File: src/sv/lvmx_pkg.sv
// Shared types and constants for the looping music and effect voice mixer.
package lvmx_pkg;

  localparam int MEM_FRAMES  = 4096;
  localparam int MEM_AW      = 12;
  localparam int SAMPLE_BITS = 16;
  localparam int LEN_W       = 13;
  localparam int CFG_AW      = 4;
  localparam int CFG_DW      = 32;

  typedef enum logic [1:0] {
    ACT_TICK  = 2'd0,
    ACT_WRITE = 2'd1,
    ACT_PLAY  = 2'd2
  } act_t;

  localparam logic [1:0] REG_ENABLE     = 2'd0;
  localparam logic [1:0] REG_BASE       = 2'd1;
  localparam logic [1:0] REG_LOOP_START = 2'd2;
  localparam logic [1:0] REG_LOOP_END   = 2'd3;

  typedef struct packed {
    logic              music_enable;
    logic [MEM_AW-1:0] music_base;
    logic [MEM_AW-1:0] music_loop_start;
    logic [LEN_W-1:0]  music_loop_end;
  } cfg_t;

  typedef struct packed {
    logic take;        // input transaction this cycle
    logic music_step;  // read music frame, advance position
    logic voice_step;  // read frame of selected voice, advance it
    logic out_load;    // saturate sums into output register
  } cmd_t;

  typedef struct packed {
    logic out_full;    // output register holds a result not yet taken
  } stat_t;

endpackage

File: src/sv/lvmx_ctrl.sv
// Sequencer for one mix tick: music read, one read per voice, drain, output.
module lvmx_ctrl #(
  parameter int VOICES = 8,
  parameter int VIDX_W = 3
) (
  input  logic              clk,
  input  logic              rst_n,
  input  logic              in_tvalid,
  output logic              in_tready,
  input  logic [1:0]        in_action,
  input  lvmx_pkg::stat_t   stat,
  output lvmx_pkg::cmd_t    cmd,
  output logic [VIDX_W-1:0] vidx
);
  import lvmx_pkg::*;

  typedef enum logic [4:0] {
    S_IDLE   = 5'b00001,
    S_MUSIC  = 5'b00010,
    S_VOICE  = 5'b00100,
    S_DRAIN  = 5'b01000,
    S_FINISH = 5'b10000
  } state_t;

  state_t            state_r, state_nxt;
  logic [VIDX_W-1:0] vcnt_r, vcnt_nxt;
  logic              take;

  assign in_tready = (state_r == S_IDLE);
  assign take      = in_tvalid && in_tready;
  assign vidx      = vcnt_r;

  always_comb begin
    state_nxt      = state_r;
    vcnt_nxt       = vcnt_r;
    cmd.take       = take;
    cmd.music_step = 1'b0;
    cmd.voice_step = 1'b0;
    cmd.out_load   = 1'b0;
    unique case (state_r)
      S_IDLE: begin
        if (take && in_action == ACT_TICK) state_nxt = S_MUSIC;
      end
      S_MUSIC: begin
        cmd.music_step = 1'b1;
        vcnt_nxt       = '0;
        state_nxt      = S_VOICE;
      end
      S_VOICE: begin
        cmd.voice_step = 1'b1;
        if (vcnt_r == VIDX_W'(VOICES - 1)) begin
          state_nxt = S_DRAIN;
        end else begin
          vcnt_nxt = vcnt_r + 1'b1;
        end
      end
      S_DRAIN: state_nxt = S_FINISH;
      S_FINISH: begin
        if (!stat.out_full) begin
          cmd.out_load = 1'b1;
          state_nxt    = S_IDLE;
        end
      end
      default: state_nxt = S_IDLE;
    endcase
  end

  always_ff @(posedge clk) begin
    if (!rst_n) begin
      state_r <= S_IDLE;
      vcnt_r  <= '0;
    end else begin
      state_r <= state_nxt;
      vcnt_r  <= vcnt_nxt;
    end
  end

endmodule

File: config.mk
export PLATFORM = sky130hd
export DESIGN_NAME = lvmx_ctrl
export DESIGN_NICKNAME = d
export VERILOG_FILES = /design/src/sv/lvmx_pkg.sv /design/src/sv/lvmx_ctrl.sv
export SDC_FILE = /design/constraint.sdc
export NUM_CORES = 1
export LEC_CHECK = 0
export ABC_CLOCK_PERIOD_IN_PS = 1860
export BUFFER_PORTS_ARGS = -buffer_cell sky130_fd_sc_hd__buf_2
export CORE_MARGIN = 2
export CORE_UTILIZATION = 35
export CTS_BUF_LIST = sky130_fd_sc_hd__clkbuf_16
export DETAILED_ROUTE_END_ITERATION = 10
export PLACE_DENSITY_LB_ADDON = 0.3
export SETUP_SLACK_MARGIN = 0.02
export SLEW_MARGIN = 30
export SYNTH_ARGS = -nofsm -noshare
export SYNTH_HDL_FRONTEND = slang
export SYNTH_SLANG_ARGS = --single-unit
File: constraint.sdc
create_clock -name clk -period 1.86 [get_ports clk]
set_input_delay 0.186 -clock clk [delete_from_list [all_inputs] [get_ports clk]]
set_output_delay 0.186 -clock clk [all_outputs]
set_load 0.005 [all_outputs]
==> metrics.txt <==
syn nets between 60 and 70; number of placed instances, taps included 77; fraction of layout cells with a size suffix above 1 between 30% and 40%; first-pass GRT wire length approximately 1500 um; core area 1280 sq um; Initial Util 37.3%; RSZ-0062 raised after global routing no; Slew HR 75.5%; Non-Filler Instances 80; synthesis warning total 0; die height a little over 40 um; Critical-path top delay cell or4_4; Root Buffer clkbuf_16; vias in the first global route about 350; post-layout min period about 1600 ps; Max Buffers Root-to-Sink 2; DRC viols 0; pin count of the biggest net entering global routing 10; max cap viols 0; GPL Wtd Cong between 0.7 and 0.8; Antenna Nets Post-Route 0; ant diodes 0; antenna violations before repair 0; #FFs+latches synth 8; most frequent cells in the layout 13 x buf_2, 8 x dfxtp_1, 7 x nor2b_1; GRT Util Overall 15.0%; Worst EP arrival 1460 ps; Setup Buffers After CTS 0; clk_lat worst skew roughly 230 ps; Clock transition at path regs 40 ps; die width between 40 and 50 um; nets@finish 75; Detailed Route WL ~930 um; Fin. Hold Viols 0; initial DRC count 4; Min-Delay Path Class input pin to flop; commonest non-fill, non-tap cell in the layout buf_2; Clock Sinks 8; Post-Syn Area approximately 480 sq um; slew at the pin closest to its max-slew limit about 370 ps; grt total ovfl 0; Rows 13; final max-slew violation count 0; sequential area share after synthesis between 30% and 40%; Synth-to-Final Area Change 27.4%; dpl hpwl 680 um; total iterations of the first detailed-routing run 4; PD cells between 900 and 1000 nW/um^2; wire per inst approximately 12 um; DR vias 420; H-tree depth 1; crit path kind flop to output pin; Cells after Synth 53; Max VDD drop between 0.4 and 0.5 mV; critical path capture point type output pin; number of I/O port buffers 13; top-level port count 14; critical path startpoint category flop; average cell area after synthesis ~9 sq um; Post-CTS Hold Fix Bufs 0; Static Leak between 0.2 and 0.3 nW; Setup Viol. Count Final 0; Bufs and invs on worst path 1; setup TNS 0 ps; crit path cell chain or4_4, nor3b_1, buf_2; post-route clock skew roughly 2.9 ps; synth unique cells 27; Crit path max-delay family simple AND/OR/NAND/NOR gates; CP max stage delay between 500 and 600 ps; Tcrit/Tclk final just under 90%; vias per cell ~5.3; Post-CTS Resized 0; Worst EP required 1670 ps; outcome complete, no violations; CTS Buf Count 3; crit-path max FO 6; Die ar. 1680 sq um; Fmax a little over 600 MHz; CTS tree done
power by group:
| group | internal [mW] | total (mW) | switching (mW) |
|---|---|---|---|
| Combinational | 0.0207 | 0.0372 | 0.0164 |
| Clock | 0.277 | 0.363 | 0.0855 |
| Sequential | 0.175 | 0.179 | 0.00369 |
state kept, by name, summed over array words and instances (netlist names):
name     flops
vidx         3
state_r      5
final timing paths:
| path | start | end | slack [ps] | depth (start not counted) |
|---|---|---|---|---|
| worst min register to register | vidx[1] | vidx[1] | 570 | 2 |
| worst max-delay path | state_r[3] | cmd[0] | 210 | 3 |
| worst min-delay path | rst_n | state_r[0] | 180 | 2 |
| worst max register to register | vidx[0] | vidx[2] | 370 | 6 |
per-stage QoR:
stage                     hold WS (ps)  cell area, sq um  total power [mW]  util [%]  setup slack, ps
final                              182               611             0.579      47.5              215
after global placement             418               536             0.219      41.7              390
after CTS                          183               611             0.586      47.5              201
after floorplan                    258               479             0.208         -              481
after global routing               201               611             0.596      47.5              144
after detailed placement           422               536             0.218      41.7              361
cell usage after synthesis:
master | number | area [sq um]
and4b_1 | 1 | 10.0
nor4b_1 | 1 | 8.76
nand2_1 | 3 | 11.3
and3_1 | 2 | 12.5
ha_1 | 2 | 25.0
o21ai_0 | 1 | 5.00
nor2b_1 | 7 | 43.8
and3b_1 | 1 | 8.76
dfxtp_1 | 8 | 160
buf_4 | 3 | 22.5
o21bai_1 | 1 | 7.51
buf_2 | 1 | 5.00
nand2b_1 | 1 | 6.26
nor3_2 | 1 | 10.0
a22oi_1 | 2 | 15.0
o21ai_2 | 1 | 8.76
o211ai_1 | 1 | 7.51
o311ai_1 | 1 | 8.76
or4_4 | 1 | 11.3
or3_4 | 1 | 11.3
mux2i_1 | 2 | 20.0
a21oi_1 | 1 | 5.00
and2_1 | 1 | 6.26
nor2_1 | 5 | 18.8
nor3b_1 | 2 | 15.0
or4b_1 | 1 | 10.0
nand3_1 | 1 | 5.00
routing by layer:
layer / vias to the layer above / wire length, um / global-route usage, %
met4: 0 / 40 / 15.0
li1: 215 / - / -
met1: 188 / 453 / 17.4
met2: 12 / 388 / 19.5
met3: 5 / 46 / 6.52
met5: - / 0 / 0
cells by family after synthesis:
group,after synthesis,synth area share (%)
fa+ha+maj,2,5.22
buf+inv,4,5.74
flops,8,33.4
mux,2,4.18
simple gates,29,39.4
compound gates,8,12.0
cell type report:
cell class	count	area, sq um
fill	129	674
multi-input combinational	41	292
sequential	8	160
clock buffer	3	75.1
timing repair buffer	13	65.1
tap	15	18.8
Note: power is estimated with default switching activity, not from simulation.
