$ cat config.mk
export PLATFORM = sky130hd
export DESIGN_NAME = lvmx_regs
export DESIGN_NICKNAME = d
export VERILOG_FILES = /design/src/sv/lvmx_pkg.sv /design/src/sv/lvmx_regs.sv
export SDC_FILE = /design/constraint.sdc
export NUM_CORES = 1
export LEC_CHECK = 0
export BUFFER_PORTS_ARGS = -buffer_cell sky130_fd_sc_hd__buf_2
export CORE_MARGIN = 8
export CORE_UTILIZATION = 26
export CTS_BUF_LIST = sky130_fd_sc_hd__clkbuf_4 sky130_fd_sc_hd__clkbuf_8
export DETAILED_ROUTE_END_ITERATION = 12
export GPL_TIMING_DRIVEN = 0
export HOLD_SLACK_MARGIN = 0.05
export PLACE_DENSITY_LB_ADDON = 0.1
export SLEW_MARGIN = 10
export SYNTH_ARGS = -nofsm -noshare
export SYNTH_HDL_FRONTEND = slang
export SYNTH_SLANG_ARGS = --single-unit
export TNS_END_PERCENT = 100
$ cat constraint.sdc
create_clock -name clk -period 2.3 [get_ports clk]
set_input_delay 0 -clock clk [delete_from_list [all_inputs] [get_ports clk]]
set_output_delay 0 -clock clk [all_outputs]
set_load 0.02 [all_outputs]
$ cat src/sv/lvmx_pkg.sv
// Shared types and constants for the looping music and effect voice mixer.
package lvmx_pkg;

  localparam int MEM_FRAMES  = 4096;
  localparam int MEM_AW      = 12;
  localparam int SAMPLE_BITS = 16;
  localparam int LEN_W       = 13;
  localparam int CFG_AW      = 4;
  localparam int CFG_DW      = 32;

  typedef enum logic [1:0] {
    ACT_TICK  = 2'd0,
    ACT_WRITE = 2'd1,
    ACT_PLAY  = 2'd2
  } act_t;

  localparam logic [1:0] REG_ENABLE     = 2'd0;
  localparam logic [1:0] REG_BASE       = 2'd1;
  localparam logic [1:0] REG_LOOP_START = 2'd2;
  localparam logic [1:0] REG_LOOP_END   = 2'd3;

  typedef struct packed {
    logic              music_enable;
    logic [MEM_AW-1:0] music_base;
    logic [MEM_AW-1:0] music_loop_start;
    logic [LEN_W-1:0]  music_loop_end;
  } cfg_t;

  typedef struct packed {
    logic take;        // input transaction this cycle
    logic music_step;  // read music frame, advance position
    logic voice_step;  // read frame of selected voice, advance it
    logic out_load;    // saturate sums into output register
  } cmd_t;

  typedef struct packed {
    logic out_full;    // output register holds a result not yet taken
  } stat_t;

endpackage

$ cat src/sv/lvmx_regs.sv
// Configuration register file behind the APB-style port.
module lvmx_regs (
  input  logic                         clk,
  input  logic                         rst_n,
  input  logic                         cfg_psel,
  input  logic                         cfg_penable,
  input  logic                         cfg_pwrite,
  input  logic [lvmx_pkg::CFG_AW-1:0]  cfg_paddr,
  input  logic [lvmx_pkg::CFG_DW-1:0]  cfg_pwdata,
  output logic [lvmx_pkg::CFG_DW-1:0]  cfg_prdata,
  output logic                         cfg_pready,
  output lvmx_pkg::cfg_t               cfg,
  output logic                         music_rst
);
  import lvmx_pkg::*;

  cfg_t       cfg_r, cfg_nxt;
  logic       wr;
  logic [1:0] idx;

  assign cfg_pready = 1'b1;
  assign idx        = cfg_paddr[3:2];
  assign wr         = cfg_psel && cfg_penable && cfg_pwrite && cfg_pready;
  assign music_rst  = wr;
  assign cfg        = cfg_r;

  always_comb begin
    cfg_nxt = cfg_r;
    if (wr) begin
      unique case (idx)
        REG_ENABLE:     cfg_nxt.music_enable     = cfg_pwdata[0];
        REG_BASE:       cfg_nxt.music_base       = cfg_pwdata[MEM_AW-1:0];
        REG_LOOP_START: cfg_nxt.music_loop_start = cfg_pwdata[MEM_AW-1:0];
        REG_LOOP_END:   cfg_nxt.music_loop_end   = cfg_pwdata[LEN_W-1:0];
        default:        cfg_nxt = cfg_r;
      endcase
    end
  end

  always_ff @(posedge clk) begin
    if (!rst_n) begin
      cfg_r.music_enable     <= 1'b0;
      cfg_r.music_base       <= '0;
      cfg_r.music_loop_start <= '0;
      cfg_r.music_loop_end   <= LEN_W'(MEM_FRAMES);
    end else begin
      cfg_r <= cfg_nxt;
    end
  end

  always_comb begin
    unique case (idx)
      REG_ENABLE:     cfg_prdata = CFG_DW'(cfg_r.music_enable);
      REG_BASE:       cfg_prdata = CFG_DW'(cfg_r.music_base);
      REG_LOOP_START: cfg_prdata = CFG_DW'(cfg_r.music_loop_start);
      REG_LOOP_END:   cfg_prdata = CFG_DW'(cfg_r.music_loop_end);
      default:        cfg_prdata = '0;
    endcase
  end

endmodule

==> flow_metrics.env, run 1 <==
export IMPL_status="finished clean"
export IMPL_grt_pass1_wl_mm=9.87
export IMPL_largest_reg_flops=38
export IMPL_synth_adder_area_share=0
export IMPL_final_cell_mix="72 x buf_2, 49 x nand2_1, 38 x dfxtp_1, 36 x mux2i_1, 23 x buf_4"
export IMPL_cts_buffers=5
export IMPL_cts_setup_buffers=0
export IMPL_worst_slew_pin_slew_ns=0.705
export IMPL_antenna_found_initial=0
export IMPL_tns_ns=0
export IMPL_area_growth_pct=41.8
export IMPL_grt_total_usage=0.127
export IMPL_vdd_ir_drop_max_mv=0.380
export IMPL_ys_seq_area_frac=0.402
export IMPL_ys_ff_latch=38
export IMPL_ios=113
export IMPL_final_area_sq_um=2680
export IMPL_drt_first_pass_iters=4
export IMPL_final_common_cell="buf_2"
export IMPL_r2r_setup_slack_ns=1.09
export IMPL_route_detailed_drc=0
export IMPL_p_leak_nw=1.37
export IMPL_wl_mm=6.27
export IMPL_clkTransAtPathRegs_ns=0.08
export IMPL_syn_avg_cell_area_sq_um=9.70
export IMPL_grt_max_degree=13
export IMPL_coreArea_sq_um=7140
export IMPL_crit_fanout=10
export IMPL_clk_latency_ns=0.29
export IMPL_htreeDepth=2
export IMPL_fin_util=0.376
export IMPL_fin_nets=344
export IMPL_maxCapViolations=0
export IMPL_gp_congestion=0.647
export IMPL_start_kind="primary input"
export IMPL_grt_ovfl_total=0
export IMPL_cts_sinks=38
export IMPL_power_density_nw_per_um2=542
export IMPL_diodes=0
export IMPL_yosys_warnings=0
export IMPL_start_util=0.265
export IMPL_clockBufferDepth=2
export IMPL_clock_fmax_mhz=597
export IMPL_crit_type="primary input to output pin"
export IMPL_rr_startpoint="cfg[37]"
export IMPL_via_per_inst=4.17
export IMPL_finalPower_mw=1.46
export IMPL_grt_pass1_vias=1789
export IMPL_wl_per_cell_microns=15.6
export IMPL_synth_compound_area_frac=0.0675
export IMPL_post_route_period_util=0.728
export IMPL_die_x_microns=101
export IMPL_syn_area_sq_um=1890
export IMPL_postRouteAntennaNets=0
export IMPL_place_area_sq_um=2420
export IMPL_synth_top_family_by_area="multiplexers"
export IMPL_cts_tree="yes"
export IMPL_synthMuxAreaShare=0.268
export IMPL_cp_end_kind="output pin"
export IMPL_hold_path_class="primary input to flop"
export IMPL_synth_simple_gate_area_frac=0.125
export IMPL_skew_ns=0
export IMPL_drive_gt1_frac=0.405
export IMPL_dieArea_sq_um=10300
export IMPL_crit_required_ns=2.30
export IMPL_num_rows=31
export IMPL_netlist_instances=195
export IMPL_vias=1679
export IMPL_fin_crit_ns=1.67
export IMPL_relSlewSlack=0.530
export IMPL_drv_slew=0
export IMPL_fp_dieH_microns=101
export IMPL_synth_cell_type_count=22
export IMPL_hp_start="cfg_penable"
export IMPL_synth_xor_area_frac=0
export IMPL_hpwl_mm=4.46
export IMPL_hold_viol=0
export IMPL_setup_viol=0
export IMPL_rsz0062_at_grt="false"
export IMPL_drt_iter0_drc=29
export IMPL_clock_root_buffer="clkbuf_8"
export IMPL_crit_start="cfg_paddr[3]"
export IMPL_cp_data_arrival_time_ns=1.67
export IMPL_portBuffers=68
## final timing paths
| kind | to | cells past startpoint |
|---|---|---|
| min reg2reg | cfg[10] | 2 |
| max | cfg_prdata[11] | 5 |
| max reg2reg | cfg[37] | 3 |
| min | cfg[12] | 3 |
## through the flow
| stage | hold slack, ns | cells | setup slack, ns |
|---|---|---|---|
| after floorplan | 0.166 | 213 | 1.38 |
| after global placement | 0.306 | 380 | 1.11 |
| after detailed placement | 0.306 | 380 | 1.12 |
| after CTS | 0.0816 | 403 | 0.613 |
| after global routing | 0.122 | 403 | 0.538 |
| final | 0.0855 | 403 | 0.626 |
## power breakdown
group          leakage, nW  switching, mW  total (mW)  internal, mW
Combinational         1.00          0.124       0.210        0.0864
Clock               0.0579          0.253       0.573         0.320
Sequential           0.307        0.00641       0.672         0.666
## critical path: stages
cell and delay, ns:
dlygate4sd3_1 0.53, buf_4 0.17, clkbuf_1 0.56, a22o_1 0.24, buf_2 0.17
## cell type report
type	instances	area, sq um
multi-input cells	138	946
fillers	786	4450
flip-flops and latches	38	761
clock inverters	3	40.0
inverters	2	7.51
plain buffers	35	245
well taps	99	124
clock buffers	5	68.8
repair buffers	83	490
## metal layers
layer / share of wire / track usage / up-vias / wire length (microns)
met3: 0.086 / 0.0481 / 5 / 538
met4: 0.0094 / 0.0309 / 0 / 59
met2: 0.45 / 0.204 / 76 / 2850
met1: 0.45 / 0.154 / 765 / 2820
met5: 0 / 0 / - / 0
li1: - / - / 833 / -
## timing repair
action / in CTS / in global routing
hold buffers: 15 / 0
setup endpoints to repair: 0 / 0
resized for setup: 0 / 0
endpoints found under the hold margin: 36 / 0
## synthesized netlist by cell type
library cell	count	area [sq um]
o311ai_0	2	17.5
buf_4	23	173
clkbuf_1	5	18.8
o41ai_1	1	8.76
dfxtp_1	38	761
a22o_1	11	96.3
nor2b_4	1	13.8
nand3b_1	1	7.51
buf_6	3	33.8
mux4_2	1	22.5
o21ai_0	1	5.00
nand2_1	49	184
inv_2	1	3.75
nor2_2	1	6.26
nand3_2	1	10.0
conb_1	2	7.51
inv_1	1	3.75
and3_1	1	6.26
buf_2	4	20.0
and2_4	1	8.76
mux2i_1	36	360
mux2_2	11	124
## logic make-up after synthesis
logic type / after synthesis
simple gates: 55
mux: 48
compound gates: 15
flops: 38
other cells: 2
buf+inv: 37
(Power assumes the default switching activity.)
==> run 2: changes to the inputs <==
--- a/config.mk
+++ b/config.mk
@@ -5,6 +5,7 @@
 export SDC_FILE = /design/constraint.sdc
 export NUM_CORES = 1
 export LEC_CHECK = 0
+export ABC_AREA = 1
 export BUFFER_PORTS_ARGS = -buffer_cell sky130_fd_sc_hd__buf_2
 export CORE_MARGIN = 8
 export CORE_UTILIZATION = 26
==> constraint.sdc (replaced) <==
create_clock -name clk -period 1.7 [get_ports clk]
set_input_delay 0 -clock clk [delete_from_list [all_inputs] [get_ports clk]]
set_output_delay 0 -clock clk [all_outputs]
set_load 0.02 [all_outputs]
==> flow_metrics.env, run 2 <==
export IMPL_hold_path_depth=5
export IMPL_synth_simple_gate_area_frac=0.444
export IMPL_start_util=0.265
export IMPL_vias=2078
export IMPL_worst_slew_pin_slew_ns=0.607
export IMPL_fp_dieH_microns=104
export IMPL_status="finished clean"
export IMPL_clk_latency_ns=0.29
export IMPL_critPathMaxStageDelay_ns=0.53
export IMPL_p_leak_nw=1.44
export IMPL_num_rows=32
export IMPL_worstRegToRegCells=2
export IMPL_synth_compound_area_frac=0.00496
export IMPL_skew_ns=0
export IMPL_cts_buffers=5
export IMPL_rr_endpoint="cfg[12]"
export IMPL_crit_fanout=10
export IMPL_grt_total_usage=0.133
export IMPL_clkTransAtPathRegs_ns=0.08
export IMPL_synth_cell_type_count=19
export IMPL_clockBufferDepth=2
export IMPL_grt_ovfl_total=0
export IMPL_finalPower_mw=1.95
export IMPL_cp_data_arrival_time_ns=1.48
export IMPL_hpwl_mm=5.15
export IMPL_cpLargestDelayFamily="buffers and inverters"
export IMPL_netlist_top_cells_count="77 x nand2_1, 76 x nor2_1, 50 x nand3_1"
export IMPL_fin_nets=446
export IMPL_cp_end_kind="flop"
export IMPL_synthMuxAreaShare=0
export IMPL_grt_max_degree=12
export IMPL_area_growth_pct=33.3
export IMPL_hp_start="cfg_pwdata[8]"
export IMPL_crit_type="primary input to flop"
export IMPL_synth_edf_count=0
export IMPL_syn_avg_cell_area_sq_um=6.57
export IMPL_crit_chain="dlygate4sd3_1 > buf_2 > buf_1 > nand2_1 > nor2_1"
export IMPL_place_area_sq_um=2560
export IMPL_die_x_microns=104
export IMPL_tns_ns=0
export IMPL_dieArea_sq_um=10800
export IMPL_htreeDepth=2
export IMPL_cts_resized=0
export IMPL_relSlewSlack=0.595
export IMPL_final_area_sq_um=2690
export IMPL_rr_startpoint="cfg[12]"
export IMPL_maxCapViolations=0
export IMPL_ys_ff_latch=38
export IMPL_portBuffers=70
export IMPL_power_density_nw_per_um2=726
export IMPL_crit_required_ns=1.94
export IMPL_setup_viol=0
export IMPL_cts_tree="yes"
export IMPL_route_detailed_drc=0
export IMPL_fin_crit_ns=1.24
export IMPL_synthFlopType="dfxtp_1"
export IMPL_area_sequential_sq_um=761
export IMPL_vdd_ir_drop_max_mv=0.241
export IMPL_antenna_found_initial=0
export IMPL_hold_end="cfg[8]"
export IMPL_synthArstFlopShare=0
export IMPL_grt_pass1_wl_mm=11.5
export IMPL_yosys_warnings=0
export IMPL_synth_adder_area_share=0
export IMPL_start_kind="primary input"
export IMPL_hold_path_class="primary input to flop"
export IMPL_ys_seq_area_frac=0.377
export IMPL_postRouteAntennaNets=0
export IMPL_syn_area_sq_um=2020
export IMPL_yosysTopAreaCell="dfxtp_1"
export IMPL_cts_setup_buffers=0
export IMPL_coreArea_sq_um=7610
export IMPL_synth_xor_area_frac=0
export IMPL_netlist_instances=307
export IMPL_grt_pass1_vias=2135
export IMPL_drv_slew=0
export IMPL_clock_fmax_mhz=805
export IMPL_gp_congestion=0.778
export IMPL_r2r_setup_slack_ns=1.09
export IMPL_drive_gt1_frac=0.303
export IMPL_wl_mm=7.01
export IMPL_drt_first_pass_iters=4
export IMPL_worst_path_buf_inv=3
export IMPL_drt_iter0_drc=41
export IMPL_diodes=0
export IMPL_ios=113
export IMPL_synth_top_area_share=0.377
export IMPL_largest_reg_flops=38
export IMPL_clock_root_buffer="clkbuf_8"
export IMPL_via_per_inst=4.09
export IMPL_yosysMostFrequentCell="nand2_1"
export IMPL_cp_slowest_cell="dlygate4sd3_1"
export IMPL_fin_util=0.353
export IMPL_multiInputGateArea_sq_um=980
export IMPL_final_cell_mix="77 x nand2_1, 76 x nor2_1, 75 x buf_2, 50 x nand3_1, 38 x dfxtp_1"
export IMPL_ys_top_cells_by_area="dfxtp_1 38%, nand2_1 14%, nor2_1 14%, nand3_1 12%, buf_4 8.9%"
export IMPL_fill_cells=916
export IMPL_cts_sinks=38
export IMPL_synth_top_family_by_area="simple AND/OR/NAND/NOR gates"
export IMPL_post_route_period_util=0.731
export IMPL_hold_viol=0
export IMPL_rsz0062_at_grt="false"
export IMPL_final_common_cell="nand2_1"
export IMPL_wl_per_cell_microns=13.8
-- run 2: worst max-delay path by stage --
stage	from	slack, ns	cells after the start	end
global route	rst_n	0.31	5	cfg[11]
floorplan	cfg[12]	0.91	2	cfg_prdata[12]
global placement	cfg_psel	0.59	8	cfg[15]
detailed placement	cfg_psel	0.55	8	cfg[15]
finish	rst_n	0.46	5	cfg[14]
CTS	rst_n	0.42	5	cfg[11]
-- run 2: routing by layer --
layer,up-vias,GRT usage,wire length (microns)
met5,-,0,0
met2,54,0.229,3290
met3,7,0.0384,363
met1,913,0.156,3290
li1,1104,-,-
met4,0,0.0341,66
-- run 2: tightest hold or removal path, cell delays in order --
cell     delay, ns
buf_2         0.07
inv_1         0.05
nand3_1       0.08
nand2_1       0.04
nor2_1        0.07
-- run 2: where the power goes --
group | internal, mW | switching, mW | leakage [nW] | total, mW
sequential | 0.909 | 0.0140 | 0.308 | 0.923
combinational | 0.125 | 0.228 | 1.08 | 0.353
clock | 0.344 | 0.331 | 0.0517 | 0.674
total | 1.38 | 0.573 | 1.44 | 1.95
-- run 2: timing repair --
item                                    CTS  global route
hold buffers                              3             0
endpoints found under the setup margin    0             0
hold endpoints to repair                  9             0
-- run 2: cell type report --
class,count,share of cell area
Sequential cell,38,0.283
Timing Repair Buffer,73,0.142
Multi-Input combinational cell,233,0.365
Clock inverter,1,0.00186
Inverter,17,0.0237
Buffer,37,0.104
Tap cell,102,0.0475
Clock buffer,7,0.0335
-- run 2: logic make-up (layout without fill, tap and decap cells) --
logic type	after synthesis	in the layout
DFF	38	38
AOI/OAI and AO/OA	2	2
and+or+nand+nor	211	211
other	2	20
buffers and inverters	54	135
-- run 2: through the flow --
| stage | std cells | worst slack [ns] | hold WS (ns) |
|---|---|---|---|
| after floorplan | 325 | 0.908 | 0.126 |
| after global placement | 497 | 0.591 | 0.218 |
| after detailed placement | 497 | 0.547 | 0.228 |
| after CTS | 508 | 0.420 | 0.0523 |
| after global routing | 508 | 0.312 | 0.0775 |
| final | 508 | 0.457 | 0.0536 |
==> run 3: changes to the inputs <==
==> constraint.sdc (replaced) <==
create_clock -name clk -period 1.2 [get_ports clk]
set_input_delay 0 -clock clk [delete_from_list [all_inputs] [get_ports clk]]
set_output_delay 0 -clock clk [all_outputs]
set_load 0.02 [all_outputs]
==> flow_metrics.env, run 3 (synthesized netlist as in run 2, its figures left out) <==
export IMPL_portBuffers=70
export IMPL_crit_type="flop to output pin"
export IMPL_cpLargestDelayFamily="flip-flops"
export IMPL_final_cell_mix="77 x nand2_1, 76 x nor2_1, 75 x buf_2, 50 x nand3_1, 38 x dfxtp_1"
export IMPL_vdd_ir_drop_max_mv=0.344
export IMPL_clkTransAtPathRegs_ns=0.08
export IMPL_post_route_period_util=0.833
export IMPL_final_area_sq_um=2690
export IMPL_hold_path_class="primary input to flop"
export IMPL_die_x_microns=104
export IMPL_drive_gt1_frac=0.303
export IMPL_grt_max_degree=12
export IMPL_largest_reg_flops=38
export IMPL_area_growth_pct=33.3
export IMPL_clock_fmax_mhz=1000
export IMPL_status="finished clean"
export IMPL_cts_sinks=38
export IMPL_postRouteAntennaNets=0
export IMPL_crit_fanout=3
export IMPL_gp_congestion=0.778
export IMPL_grt_pass1_vias=2136
export IMPL_worst_slew_pin_slew_ns=0.631
export IMPL_tns_ns=0
export IMPL_drt_iter0_drc=38
export IMPL_grt_total_usage=0.133
export IMPL_skew_ns=0
export IMPL_hpwl_mm=5.15
export IMPL_fin_crit_ns=0.999
export IMPL_clk_latency_ns=0.29
export IMPL_cp_data_arrival_time_ns=1.00
export IMPL_grt_pass1_wl_mm=11.5
export IMPL_critPathMaxStageDelay_ns=0.38
export IMPL_rsz0062_at_grt="false"
export IMPL_fin_util=0.353
export IMPL_diodes=0
export IMPL_worstRegToRegCells=2
export IMPL_cp_end_kind="output pin"
export IMPL_crit_chain="nand2_1 > nand4_1 > buf_2"
export IMPL_final_common_cell="nand2_1"
export IMPL_p_leak_nw=1.44
export IMPL_maxCapViolations=0
export IMPL_cts_buffers=5
export IMPL_drv_slew=0
export IMPL_route_detailed_drc=0
export IMPL_cts_tree="yes"
export IMPL_relSlewSlack=0.580
export IMPL_start_kind="flop"
export IMPL_dieArea_sq_um=10800
export IMPL_vias=2079
export IMPL_cp_slowest_cell="dfxtp_1"
export IMPL_wl_mm=7.03
export IMPL_fill_cells=916
export IMPL_htreeDepth=2
export IMPL_drt_first_pass_iters=4
export IMPL_start_util=0.265
export IMPL_wl_per_cell_microns=13.8
export IMPL_area_sequential_sq_um=761
export IMPL_crit_required_ns=1.20
export IMPL_fin_nets=446
export IMPL_grt_ovfl_total=0
export IMPL_power_density_nw_per_um2=1030
export IMPL_place_area_sq_um=2560
export IMPL_cts_resized=0
export IMPL_hold_viol=0
export IMPL_worst_path_stages=3
export IMPL_finalPower_mw=2.76
export IMPL_setup_viol=0
export IMPL_coreArea_sq_um=7610
export IMPL_hold_path_depth=5
export IMPL_clockBufferDepth=2
export IMPL_ios=113
export IMPL_multiInputGateArea_sq_um=980
export IMPL_worst_path_buf_inv=1
export IMPL_via_per_inst=4.09
export IMPL_antenna_found_initial=0
export IMPL_fp_dieH_microns=104
export IMPL_clock_root_buffer="clkbuf_8"
export IMPL_num_rows=32
## run 3: final cells by class
class	instances	area share
timing repair buffer	73	0.142
clock buffer	7	0.0335
clock inverter	1	0.00186
inverter	17	0.0237
buffer	37	0.104
sequential	38	0.283
multi-input combinational	233	0.365
tap	102	0.0475
## run 3: what timing repair did
item | CTS | global route
hold buffers | 3 | 0
buffers inserted | 0 | 0
hold endpoints to repair | 9 | 0
## run 3: worst reg2reg max path, cell delays in order, from the launching register on
cell and delay (ns):
dfxtp_1 0.32, o21ai_0 0.07, nand3_1 0.09
## run 3: worst paths after layout
kind / startpoint / slack, ns / to
worst max-delay path: cfg[0] / 0.20 / cfg_prdata[0]
worst min register to register: cfg[18] / 0.50 / cfg[18]
worst max register to register: cfg[12] / 0.59 / cfg[12]
worst min-delay path: cfg_pwdata[8] / 0.05 / cfg[8]
## run 3: routing by layer
layer  global-route usage  part of all wire
met5                    0                 0
met4               0.0341            0.0094
met3               0.0384             0.059
met2                0.230              0.47
met1                0.156              0.46
## run 3: stage by stage
step	hold WS, ns	std cells	worst slack, ns
finish	0.0509	508	0.201
global route	0.0775	508	0.107
CTS	0.0523	508	0.180
detailed placement	0.228	497	0.0472
global placement	0.218	497	0.0907
floorplan	0.126	325	0.408
## run 3: where the power goes
group | switching, mW | internal [mW]
sequential | 0.0197 | 1.29
combinational | 0.324 | 0.177
clock | 0.468 | 0.487
total | 0.812 | 1.95
